`config.mk`:
```
export PLATFORM = sky130hd
export DESIGN_NAME = fct_class
export DESIGN_NICKNAME = d
export VERILOG_FILES = /design/src/rtl/core/assert_macros.svh /design/src/rtl/core/fct_pkg.sv /design/src/rtl/core/fct_class.sv
export SDC_FILE = /design/constraint.sdc
export NUM_CORES = 1
export LEC_CHECK = 0
export BUFFER_PORTS_ARGS = -buffer_cell sky130_fd_sc_hd__buf_2
export CAP_MARGIN = 20
export CORE_AREA = 2 2 647 649
export DETAILED_ROUTE_END_ITERATION = 10
export DIE_AREA = 0 0 649 651
export SLEW_MARGIN = 25
export SYNTH_ARGS = -nofsm -noshare
export SYNTH_HDL_FRONTEND = slang
export SYNTH_SLANG_ARGS = --single-unit
```
`constraint.sdc`:
```
create_clock -name clock -period 4.15 [get_ports clock]
set_input_delay 0.6225 -clock clock [delete_from_list [all_inputs] [get_ports clock]]
set_output_delay 0.6225 -clock clock [all_outputs]
set_load 0.05 [all_outputs]
```
`src/rtl/core/assert_macros.svh`:
```
// Assertion helpers shared by the RTL. Both expect signals named clock and reset in scope.
`ifndef ASSERT_MACROS_SVH
`define ASSERT_MACROS_SVH

// Concurrent check, sampled on the rising clock, off during reset.
`define FCT_ASSERT(label, prop, msg) \
   label: assert property (@(posedge clock) disable iff (reset) prop) \
      else $error(msg);

// Condition that must never be seen outside reset.
`define FCT_NEVER(label, cond, msg) \
   label: assert property (@(posedge clock) disable iff (reset) !(cond)) \
      else $error(msg);

`endif

```
`src/rtl/core/fct_pkg.sv`:
```
`default_nettype none
package fct_pkg;

   localparam int COORD_WIDTH_DEF = 16;
   localparam int NUM_PLANES      = 6;
   localparam int NUM_CORNERS     = 8;
   localparam int NUM_AXES        = 3;
   localparam int COEF_WIDTH      = 16;
   localparam int FRAC_BITS       = 14;
   localparam int KIND_WIDTH      = 2;
   localparam int RES_WIDTH       = 2;
   localparam int CSR_ADDR_WIDTH  = 3;
   localparam int CSR_DATA_WIDTH  = 64;
   localparam int RSP_DATA_WIDTH  = 8;

   // shape kinds
   localparam logic [KIND_WIDTH-1:0] KIND_POINT  = 2'd0;
   localparam logic [KIND_WIDTH-1:0] KIND_SPHERE = 2'd1;
   localparam logic [KIND_WIDTH-1:0] KIND_BOX    = 2'd2;
   localparam logic [KIND_WIDTH-1:0] KIND_RSVD   = 2'd3;

   // containment codes
   localparam logic [RES_WIDTH-1:0] RES_OUTSIDE   = 2'd0;
   localparam logic [RES_WIDTH-1:0] RES_INSIDE    = 2'd1;
   localparam logic [RES_WIDTH-1:0] RES_INTERSECT = 2'd2;

   // one plane register: a in the low 16 bits, d in the top 16 bits
   typedef struct packed {
      logic signed [COEF_WIDTH-1:0] d;
      logic signed [COEF_WIDTH-1:0] c;
      logic signed [COEF_WIDTH-1:0] b;
      logic signed [COEF_WIDTH-1:0] a;
   } plane_type;

   // control carried alongside each pipeline stage
   typedef struct packed {
      logic                  valid;
      logic [KIND_WIDTH-1:0] kind;
   } stage_ctl_type;

endpackage
`default_nettype wire

```
`src/rtl/core/fct_class.sv`:
```
`default_nettype none
// Stage 4: sign and radius tests per plane, reduced to one code, into the output register.
module fct_class #(
   parameter int COORD_WIDTH = fct_pkg::COORD_WIDTH_DEF
) (
   input  logic                  clock,
   input  logic                  reset,
   input  logic                  advance,
   input  fct_pkg::stage_ctl_type ctl_up,
   input  logic signed [fct_pkg::COEF_WIDTH+COORD_WIDTH+1:0]
                                 corner_dist [fct_pkg::NUM_PLANES][fct_pkg::NUM_CORNERS],
   input  logic        [COORD_WIDTH-2:0] radius_up,
   output logic                  rsp_valid,
   output logic [fct_pkg::RES_WIDTH-1:0] containment
);
   import fct_pkg::*;

   localparam int DIST_WIDTH = COEF_WIDTH + COORD_WIDTH + 2;
   localparam int RAD_WIDTH  = COORD_WIDTH - 1 + FRAC_BITS + 1;

   logic signed [DIST_WIDTH-1:0] r_pos;
   logic signed [DIST_WIDTH-1:0] r_neg;
   logic                         point_out;
   logic                         sph_out;
   logic                         sph_cross;
   logic                         box_out;
   logic                         box_cross;
   logic [NUM_CORNERS-1:0]       behind;
   logic [RES_WIDTH-1:0]         containment_in;
   logic                         valid_ff;
   logic [RES_WIDTH-1:0]         containment_ff;

   // radius in distance units (scaled by 2^14), always non-negative
   assign r_pos = DIST_WIDTH'(RAD_WIDTH'({radius_up, {FRAC_BITS{1'b0}}}));
   assign r_neg = -r_pos;

   always_comb begin
      point_out = 1'b0;
      sph_out   = 1'b0;
      sph_cross = 1'b0;
      box_out   = 1'b0;
      box_cross = 1'b0;
      behind    = '0;
      for (int p = 0; p < NUM_PLANES; p++) begin
         for (int k = 0; k < NUM_CORNERS; k++) begin
            behind[k] = corner_dist[p][k][DIST_WIDTH-1];
         end
         // point and sphere use the minimum corner only
         point_out = point_out | behind[0];
         sph_out   = sph_out   | (corner_dist[p][0] < r_neg);
         sph_cross = sph_cross | (corner_dist[p][0] < r_pos);
         box_out   = box_out   | (&behind);
         box_cross = box_cross | ((|behind) & ~(&behind));
      end

      unique case (ctl_up.kind)
         KIND_POINT:  containment_in = point_out ? RES_OUTSIDE : RES_INSIDE;
         KIND_SPHERE: containment_in = sph_out ? RES_OUTSIDE :
                                       (sph_cross ? RES_INTERSECT : RES_INSIDE);
         KIND_BOX:    containment_in = box_out ? RES_OUTSIDE :
                                       (box_cross ? RES_INTERSECT : RES_INSIDE);
         default:     containment_in = RES_OUTSIDE;
      endcase
   end

   always_ff @(posedge clock) begin
      if (reset) begin
         valid_ff <= 1'b0;
      end else if (advance) begin
         valid_ff <= ctl_up.valid;
      end
   end

   always_ff @(posedge clock) begin
      if (advance) begin
         containment_ff <= containment_in;
      end
   end

   assign rsp_valid   = valid_ff;
   assign containment = containment_ff;

endmodule
`default_nettype wire

```
# Word-level counts from Yosys, hierarchy flattened
# Index checks and enable logic that the tools add are counted.
[classes] add_sub_neg=1 n_lt_le_gt_ge=12 n_eq_ne=2 mux=6 bitwise_logic=37 reduce_logical=13
[op_table] cell="34-bit by 30-bit < comparator with 1-bit output" n=6
[op_table] cell="34-bit < comparator" n=6
[op_table] cell="8-bit AND reduction" n=6
[op_table] cell="8-bit OR reduction" n=6
[op_table] cell="29-bit negation with 34-bit output" n=1
[op_table] cell="1-bit OR" n=25
[op_table] cell="2-bit 2-to-1 mux" n=4
[op_table] cell="1-bit bitwise AND" n=6
[op_table] cell="1-bit NOT" n=6
[op_table] cell="2-bit case mux with 3 select lines" n=1
[op_table] cell="2-bit by 1-bit == test with 1-bit output, second input constant" n=1
[op_table] cell="2-bit == test, second input constant" n=1
[op_table] cell="2-bit zero test" n=1
[op_table] cell="1-bit 2-to-1 mux" n=1
[totals] register_bits=3 input_bits=1653

# Depth between registers and ports, before layout
# Gate-level depths: netlist of run 1.
[logic_depth] ltp_word=11 mapped_depth=17 mapped_depth_nobuf=15

# Least setup slack after synthesis of run 1
# No wires, ideal clock.
[synth_timing] path_kind="input to register" from="in radius_up[0]" to="reg containment_ff[0], in the netlist containment[0] (data pin)" setup_time_ps=165 arrival_time_ps=4373 required_time_ps=3985 setup_slack_ps=-387 path_stages=15 cell_sequence="inv_1 ha_1 or4b_1 buf_6 or3_1 buf_6 nor3_1 ha_1 and3_1 a221oi_1 o21bai_1 a311oi_1 nor4b_2 o221ai_2 o31ai_2"
[synth_between] elab_chain_cells=9
[synth_rtl] item="start, declared" line_no="fct_class.sv:12" source="input logic [COORD_WIDTH-2:0] radius_up,"
[synth_rtl] item="29-bit negation with 34-bit output / 34-bit by 30-bit < comparator with 1-bit output (equally long branches)" line_no="fct_class.sv:35, fct_class.sv:51"
[synth_rtl] item="34-bit < comparator / 1-bit OR (equally long branches)" line_no="fct_class.sv:50, fct_class.sv:51"
[synth_rtl] item="1-bit OR, on equally long branches (4 in a row)" line_no="fct_class.sv:50, fct_class.sv:51"
[synth_rtl] item="1-bit OR / 2-bit 2-to-1 mux (equally long branches)" line_no="fct_class.sv:50, fct_class.sv:59"
[synth_rtl] item="2-bit 2-to-1 mux (*)" line_no="fct_class.sv:58" source="KIND_SPHERE: containment_in = sph_out ? RES_OUTSIDE :"
[synth_rtl] item="2-bit case mux with 3 select lines (*)" line_no="fct_class.sv:56" source="unique case (ctl_up.kind)"
[synth_rtl] item="via containment_in[0]" line_no="fct_class.sv:29" source="logic [RES_WIDTH-1:0] containment_in;"
[synth_rtl] item="end signal, assigned" line_no="fct_class.sv:76" source="containment_ff <= containment_in;"
[synth_rtl] item="end, declared" line_no="fct_class.sv:31" source="logic [RES_WIDTH-1:0] containment_ff;"
# The timed path passes the listed nets; every way through them passes the cells marked *.
# A chain may end at the register's enable or synchronous reset.

# Final worst setup path of run 1
[layout_timing] from="in radius_up[7]" to="reg containment_ff[0], in the netlist containment[0] (data pin)"
# The elaborated chain is that of the path after synthesis.

==> results of run 1 <==
cells by family (layout without fill, tap and decap cells):
logic type | Yosys count | after routing
compound gates | 214 | 214
simple gates | 202 | 202
xor+xnor | 23 | 23
buf+inv | 61 | 350
flops | 3 | 3
mux | 2 | 2
other cells | 0 | 26
fa+ha+maj | 184 | 184
power groups by stage:
stage / sequential (mW) / combinational [mW] / clock [mW]
2_1_floorplan: 0.0419 / 0.336 / 0
3_3_place_gp: 0.0351 / 0.676 / 0
3_5_place_dp: 0.0350 / 0.691 / 0
4_1_cts: 0.0344 / 0.718 / 0.264
5_1_grt: 0.0346 / 0.817 / 0.261
6_report: 0.0344 / 0.727 / 0.231
flip-flops by register name, summed over array words and instances (netlist names):
name / flops
containment: 2
rsp_valid: 1
cell type report:
class                      count  area share, %
inverter                      49           1.31
sequential                     3          0.547
antenna                       26          0.444
multi-input combinational    625           37.8
clock buffer                   4          0.539
tap                         5497           47.0
timing repair buffer         297           12.4
worst paths after layout:
kind	slack, ps	depth (start not counted)	endpoint	from
setup / recovery	3	16	containment[0]	radius_up[7]
hold / removal	460	2	rsp_valid	reset
hold reg to reg	500	2	rsp_valid	rsp_valid
setup reg to reg	3580	2	rsp_valid	rsp_valid
placed cells by master, fill, tap and decap left out, types with 9 or more instances in the layout:
cell / count
diode_2: 26
nand2_1: 29
ha_1: 174
buf_4: 106
nand4_1: 27
buf_2: 183
o21ai_0: 35
nor4_1: 19
nand2b_1: 11
nor2_1: 38
o22ai_1: 10
o211ai_1: 9
a21oi_1: 43
xor2_1: 9
a21o_1: 17
inv_1: 46
o21a_1: 19
layer usage:
metal  up-vias  track usage (%)  routed length (um)
li1       3357                -                   -
met1      3179             2.29               17400
met2       389             6.09               36300
met3       253             1.66                8110
met4        48             1.09                2650
met5         -                0                 272
what timing repair did:
action / in CTS / in global routing
buffers inserted: 5 / 3
gates resized for setup: 30 / 28
pin swaps: 17 / 22
hold endpoints to repair: 0 / 0
endpoints found under the setup margin: 2 / 2
critical path, stage by stage:
cell and delay, ps:
buf_2 110, or4_4 550, nor4_2 250, buf_4 170
nand2_1 60, xnor2_1 140, buf_4 150, ha_1 300
nand2_1 60, nor4b_1 360, buf_4 180, nand3_1 160
a31o_2 320, a2111oi_4 400, o221ai_2 190, o31ai_2 250
per-stage QoR:
stage               power [mW]  hold WS, ps
floorplan                0.378          695
global placement         0.711          476
detailed placement       0.726          484
CTS                       1.02          434
global route              1.11          439
finish                   0.992          460
==> impl_metrics.csv, run 1 <==
group,metric,value,unit
floorplanning,dieArea,422000,um2
logic_synthesis,synthAdderAreaFrac,41.4,%
critical_path,crit_required,4300,ps
logic_synthesis,synthDistinctLibCells,78,
sta,finalWorstSetupSlack,3.06,ps
logic_synthesis,ys_ff_latch,3,
global_route,grt_antenna_before_repair,135,
logic_synthesis,synth_common_cells,"ha_1, a21oi_1, inv_1",
clock_tree,cts.sinks,3,
floorplanning,start_util,1.33,%
logic_synthesis,synth_fp_nets,2521,
global_route,grt_pass1_wl,78200,um
final_layout,finalNonFillerCells,6501,
logic_synthesis,synth_top_cell_by_area,"ha_1",
clock_tree,clock_insertion_delay_worst_skew,300,ps
global_route,first_global_vias,6958,
clock_tree,cts_root_buf,"clkbuf_16",
critical_path,critPathKind,"in2reg",
floorplanning,die_x,649,um
power_and_ir_drop,switching_share,50.3,%
floorplanning,fp-row-count,237,
power_and_ir_drop,seq_power_share,3.5,%
power_and_ir_drop,p_leak,3.95,nW
critical_path,worst_ep_arrival_time,4300,ps
sta,worstMarginPinSlew,1130,ps
detailed_routing,vias,7226,
detailed_routing,drt_drc_violations_left,0,
clock_tree,clk_pin_slew_worst_paths,90,ps
detailed_routing,drt_iter0_markers,336,
final_layout,areaGrowthSynthToFinish,164,%
logic_synthesis,synthSimpleGateAreaFrac,20.8,%
sta,fin_crit,4150,ps
final_layout,nets,2811,
clock_tree,cts_max_level,1,
global_route,grt_use_total,2.99,%
clock_tree,clk_path_buf_depth,2,
sta,max_slew_margin,22.9,%
sta,max_freq,241,MHz
logic_synthesis,synthTopCellsByArea,"ha_1, a21oi_1, o21ai_0, inv_1, nand4_1",
critical_path,critPathLaunchType,"primary input",
sta,setup_violations,0,
sta,setup_tns,0,ps
final_layout,final_layout_size_suffix_gt1_share,37.6,%
place,place_area,14100,um2
logic_synthesis,ys.flop_type,"edfxtp_1",
flow_run,max-cap-violations,0,
clock_tree,cts_buffers,3,
detailed_routing,wl,64800,um
logic_synthesis,netlist_area,5540,um2
detailed_routing,detailedRoute.firstPassIterationCount,5,
logic_synthesis,seq_area_frac_synth,1.45,%
sta,drv_slew,0,
floorplanning,ioPinCount,1656,
place,gp_congestion,0.800,
floorplanning,core-area,415000,um2
final_layout,multi_input_area,5530,um2
global_route,grt-ovfl-total,0,
sta,rsz0062_at_grt,"yes",
power_and_ir_drop,irDropWorstVdd,111,uV
logic_synthesis,synthArstFlopShare,0,%
place,pre_cts_ws,-688,ps
global_route,grt_max_degree,17,
logic_synthesis,synth_top_family_by_area,"adder cells",
critical_path,crit_path_max_fanout,3,
final_layout,final_util,3.52,%
place,hpwl,61500,um
final_layout,final_area,14600,um2
critical_path,critPathCaptureType,"register",
clock_tree,cts_tree,"built",
logic_synthesis,synth-xor-area-share,4.74,%
sta,timing.final.crit_share,99.9,%
power_and_ir_drop,clkPwrFrac,23.3,%
logic_synthesis,synthCells,689,
sta,hold_violations,0,
power_and_ir_drop,p_comb_share,73.2,%
sta,fin_skew,0,ps
power_and_ir_drop,power.density,67.8,nW/um2
logic_synthesis,syn_area_per_cell,8.04,um2
clock_tree,holdBufCountCts,0,
floorplanning,die_h,651,um
logic_synthesis,ys_warn_count,0,
detailed_routing,avgRoutedWirePerCell,9.96,um
logic_synthesis,yosys-mux-area-fraction,0.452,%
final_layout,regArea,80.1,um2
detailed_routing,ant_nets,0,
hold_path,hold_class,"in2reg",
logic_synthesis,synth_most_common_cell,"ha_1",
logic_synthesis,synth_edf_count,2,
final_layout,fill_cells,49400,
logic_synthesis,yosysTopAreaCellShare,40.4,%
power_and_ir_drop,p_int,0.493,mW
logic_synthesis,synth_compound_area_share,26.3,%
place,dp_cells,6463,
status,status,"completed",
detailed_routing,via_per_inst,1.11,
place,port-buffer-count,185,
power_and_ir_drop,power.switching,0.499,mW
Note: power is estimated with default switching activity, not from simulation.
==> inputs of run 2 (changes only) <==
--- a/config.mk
+++ b/config.mk
@@ -7,9 +7,9 @@
 export LEC_CHECK = 0
 export BUFFER_PORTS_ARGS = -buffer_cell sky130_fd_sc_hd__buf_2
 export CAP_MARGIN = 20
-export CORE_AREA = 2 2 647 649
+export CORE_AREA = 2 2 652 654
 export DETAILED_ROUTE_END_ITERATION = 10
-export DIE_AREA = 0 0 649 651
+export DIE_AREA = 0 0 654 656
 export SLEW_MARGIN = 25
 export SYNTH_ARGS = -nofsm -noshare
 export SYNTH_HDL_FRONTEND = slang
==> constraint.sdc (replaced) <==
create_clock -name clock -period 4.3 [get_ports clock]
set_input_delay 0.645 -clock clock [delete_from_list [all_inputs] [get_ports clock]]
set_output_delay 0.645 -clock clock [all_outputs]
set_load 0.05 [all_outputs]
==> run 2 against run 1 <==
Combinational power down 3.0%. Core utilization about the same. Sequential power decreased by 3%. Total power decreased by 0.98%. Clock power rose by 6%. Via count up 1.9%. Clock-buffer cell count did not move. Sequential cell count did not move. Clock skew unchanged. Global-route usage hardly changed. Die area grew 1.5%. Setup slack improved by 58 ps. Largest cell class unchanged. Highest routed layer unchanged.
==> impl_metrics.csv, run 2 (synthesis results as in run 1) <==
group,metric,value,unit
status,status,"completed",
final_layout,regArea,80.1,um2
floorplanning,die_x,654,um
detailed_routing,wl,64800,um
place,gp_congestion,0.826,
critical_path,worst_ep_arrival_time,4340,ps
sta,fin_crit,4240,ps
sta,drv_slew,0,
final_layout,multi_input_area,5440,um2
critical_path,path_cells,"buf_6 > buf_4 > or2_2 > nor4_4 > buf_6 > nand2_1 > xnor2_2 > buf_4 > ha_1 > nand2_1 > nor4b_1 > buf_4 > nand3_1 > buf_4 > a31o_2 > a2111oi_4 > o221ai_2 > o31ai_2",
sta,setup_violations,0,
sta,finalWorstSetupSlack,60.7,ps
floorplanning,start_util,1.31,%
final_layout,largest_register_ffs,2,
critical_path,crit_slowest_cell,"a2111oi_4",
place,pre_cts_ws,-583,ps
flow_run,max-cap-violations,0,
critical_path,r2r-start,"rsp_valid",
clock_tree,cts_buffers,3,
detailed_routing,avgRoutedWirePerCell,9.70,um
final_layout,nets,2813,
final_layout,finalNonFillerCells,6675,
critical_path,critPathLaunchType,"primary input",
global_route,grt_max_degree,13,
critical_path,cpMostUsedCell,"buf_4",
detailed_routing,vias,7363,
detailed_routing,drt_iter0_markers,400,
sta,setup_tns,0,ps
hold_path,hold_path_depth,2,
hold_path,hold_class,"in2reg",
floorplanning,die_h,656,um
detailed_routing,via_per_inst,1.10,
hold_path,min_from,"reset",
clock_tree,clk_path_buf_depth,2,
global_route,grt_use_total,2.94,%
critical_path,critPathCaptureType,"register",
critical_path,critPathKind,"in2reg",
final_layout,fill_cells,50500,
floorplanning,fp-row-count,239,
clock_tree,cts_max_level,1,
critical_path,cpLargestDelayFamily,"simple AND/OR/NAND/NOR gates",
power_and_ir_drop,power.density,66.3,nW/um2
place,hpwl,60900,um
critical_path,startpoint,"radius_up[0]",
critical_path,cp.buffers_inverters,6,
final_layout,areaGrowthSynthToFinish,167,%
clock_tree,cts.sinks,3,
critical_path,crit_required,4410,ps
sta,worstMarginPinSlew,708,ps
floorplanning,core-area,422000,um2
power_and_ir_drop,power,0.982,mW
sta,timing.hold.ws,470,ps
sta,max_freq,236,MHz
global_route,grt-ovfl-total,0,
final_layout,final_common_cell,"buf_2",
sta,hold_violations,0,
power_and_ir_drop,irDropWorstVdd,140,uV
clock_tree,cts_tree,"built",
sta,fin_skew,0,ps
detailed_routing,detailedRoute.firstPassIterationCount,5,
place,port-buffer-count,185,
final_layout,final_cell_mix,"buf_2, ha_1, buf_4, inv_1, a21oi_1",
critical_path,cpPeakStageDelay,420,ps
detailed_routing,ant_nets,0,
critical_path,crit_path_max_fanout,9,
global_route,grt_pass1_wl,78000,um
global_route,grt_antenna_before_repair,134,
place,dp_cells,6630,
global_route,first_global_vias,6759,
sta,max_slew_margin,51.5,%
critical_path,ff2ff_path_depth,2,
power_and_ir_drop,p_leak,3.96,nW
final_layout,final_layout_size_suffix_gt1_share,36.5,%
clock_tree,clk_pin_slew_worst_paths,110,ps
sta,timing.final.crit_share,98.6,%
clock_tree,clock_insertion_delay_worst_skew,310,ps
place,place_area,14300,um2
floorplanning,dieArea,429000,um2
floorplanning,ioPinCount,1656,
final_layout,final_util,3.51,%
critical_path,cp.depth,18,
sta,rsz0062_at_grt,"yes",
clock_tree,cts_root_buf,"clkbuf_16",
final_layout,final_area,14800,um2
detailed_routing,drt_drc_violations_left,0,
-- run 2: area by class of cell --
cell class / instances / area share, %
Antenna cell: 32 / 0.541
Clock buffer: 4 / 0.532
Inverter: 49 / 1.29
Multi-Input combinational cell: 625 / 36.7
Sequential cell: 3 / 0.541
Tap cell: 5663 / 47.8
Timing Repair Buffer: 299 / 12.5
-- run 2: worst register-to-register path, cell delays in order (launching register included) --
cell     delay, ps
dfxtp_1        330
mux2i_1        130
nor2_1          50
-- run 2: report_power, final --
| group | internal [mW] | switching (mW) |
|---|---|---|
| Combinational | 0.313 | 0.392 |
| Clock | 0.128 | 0.116 |
| Sequential | 0.0326 | 0.000551 |
-- run 2: per-layer routing --
metal  track usage [%]  part of all wire [%]  up-vias
met5                 0                  0.41        -
met4             0.928                   4.4       46
met3              2.01                    14      254
met2              5.94                    55      411
met1              2.09                    26     3286
li1                  -                     -     3366
-- run 2: worst paths after layout --
| check | endpoint | slack (ps) |
|---|---|---|
| worst max-delay path | containment[0] | 60 |
| worst min-delay path | rsp_valid | 470 |
| worst min register to register | rsp_valid | 520 |
| worst max register to register | rsp_valid | 3700 |
-- run 2: repair_timing --
action	CTS	global route
buffers inserted	1	7
hold buffers	0	0
gates cloned	0	1
resized for setup	12	39
pin swaps	2	20
setup endpoints to repair	2	2
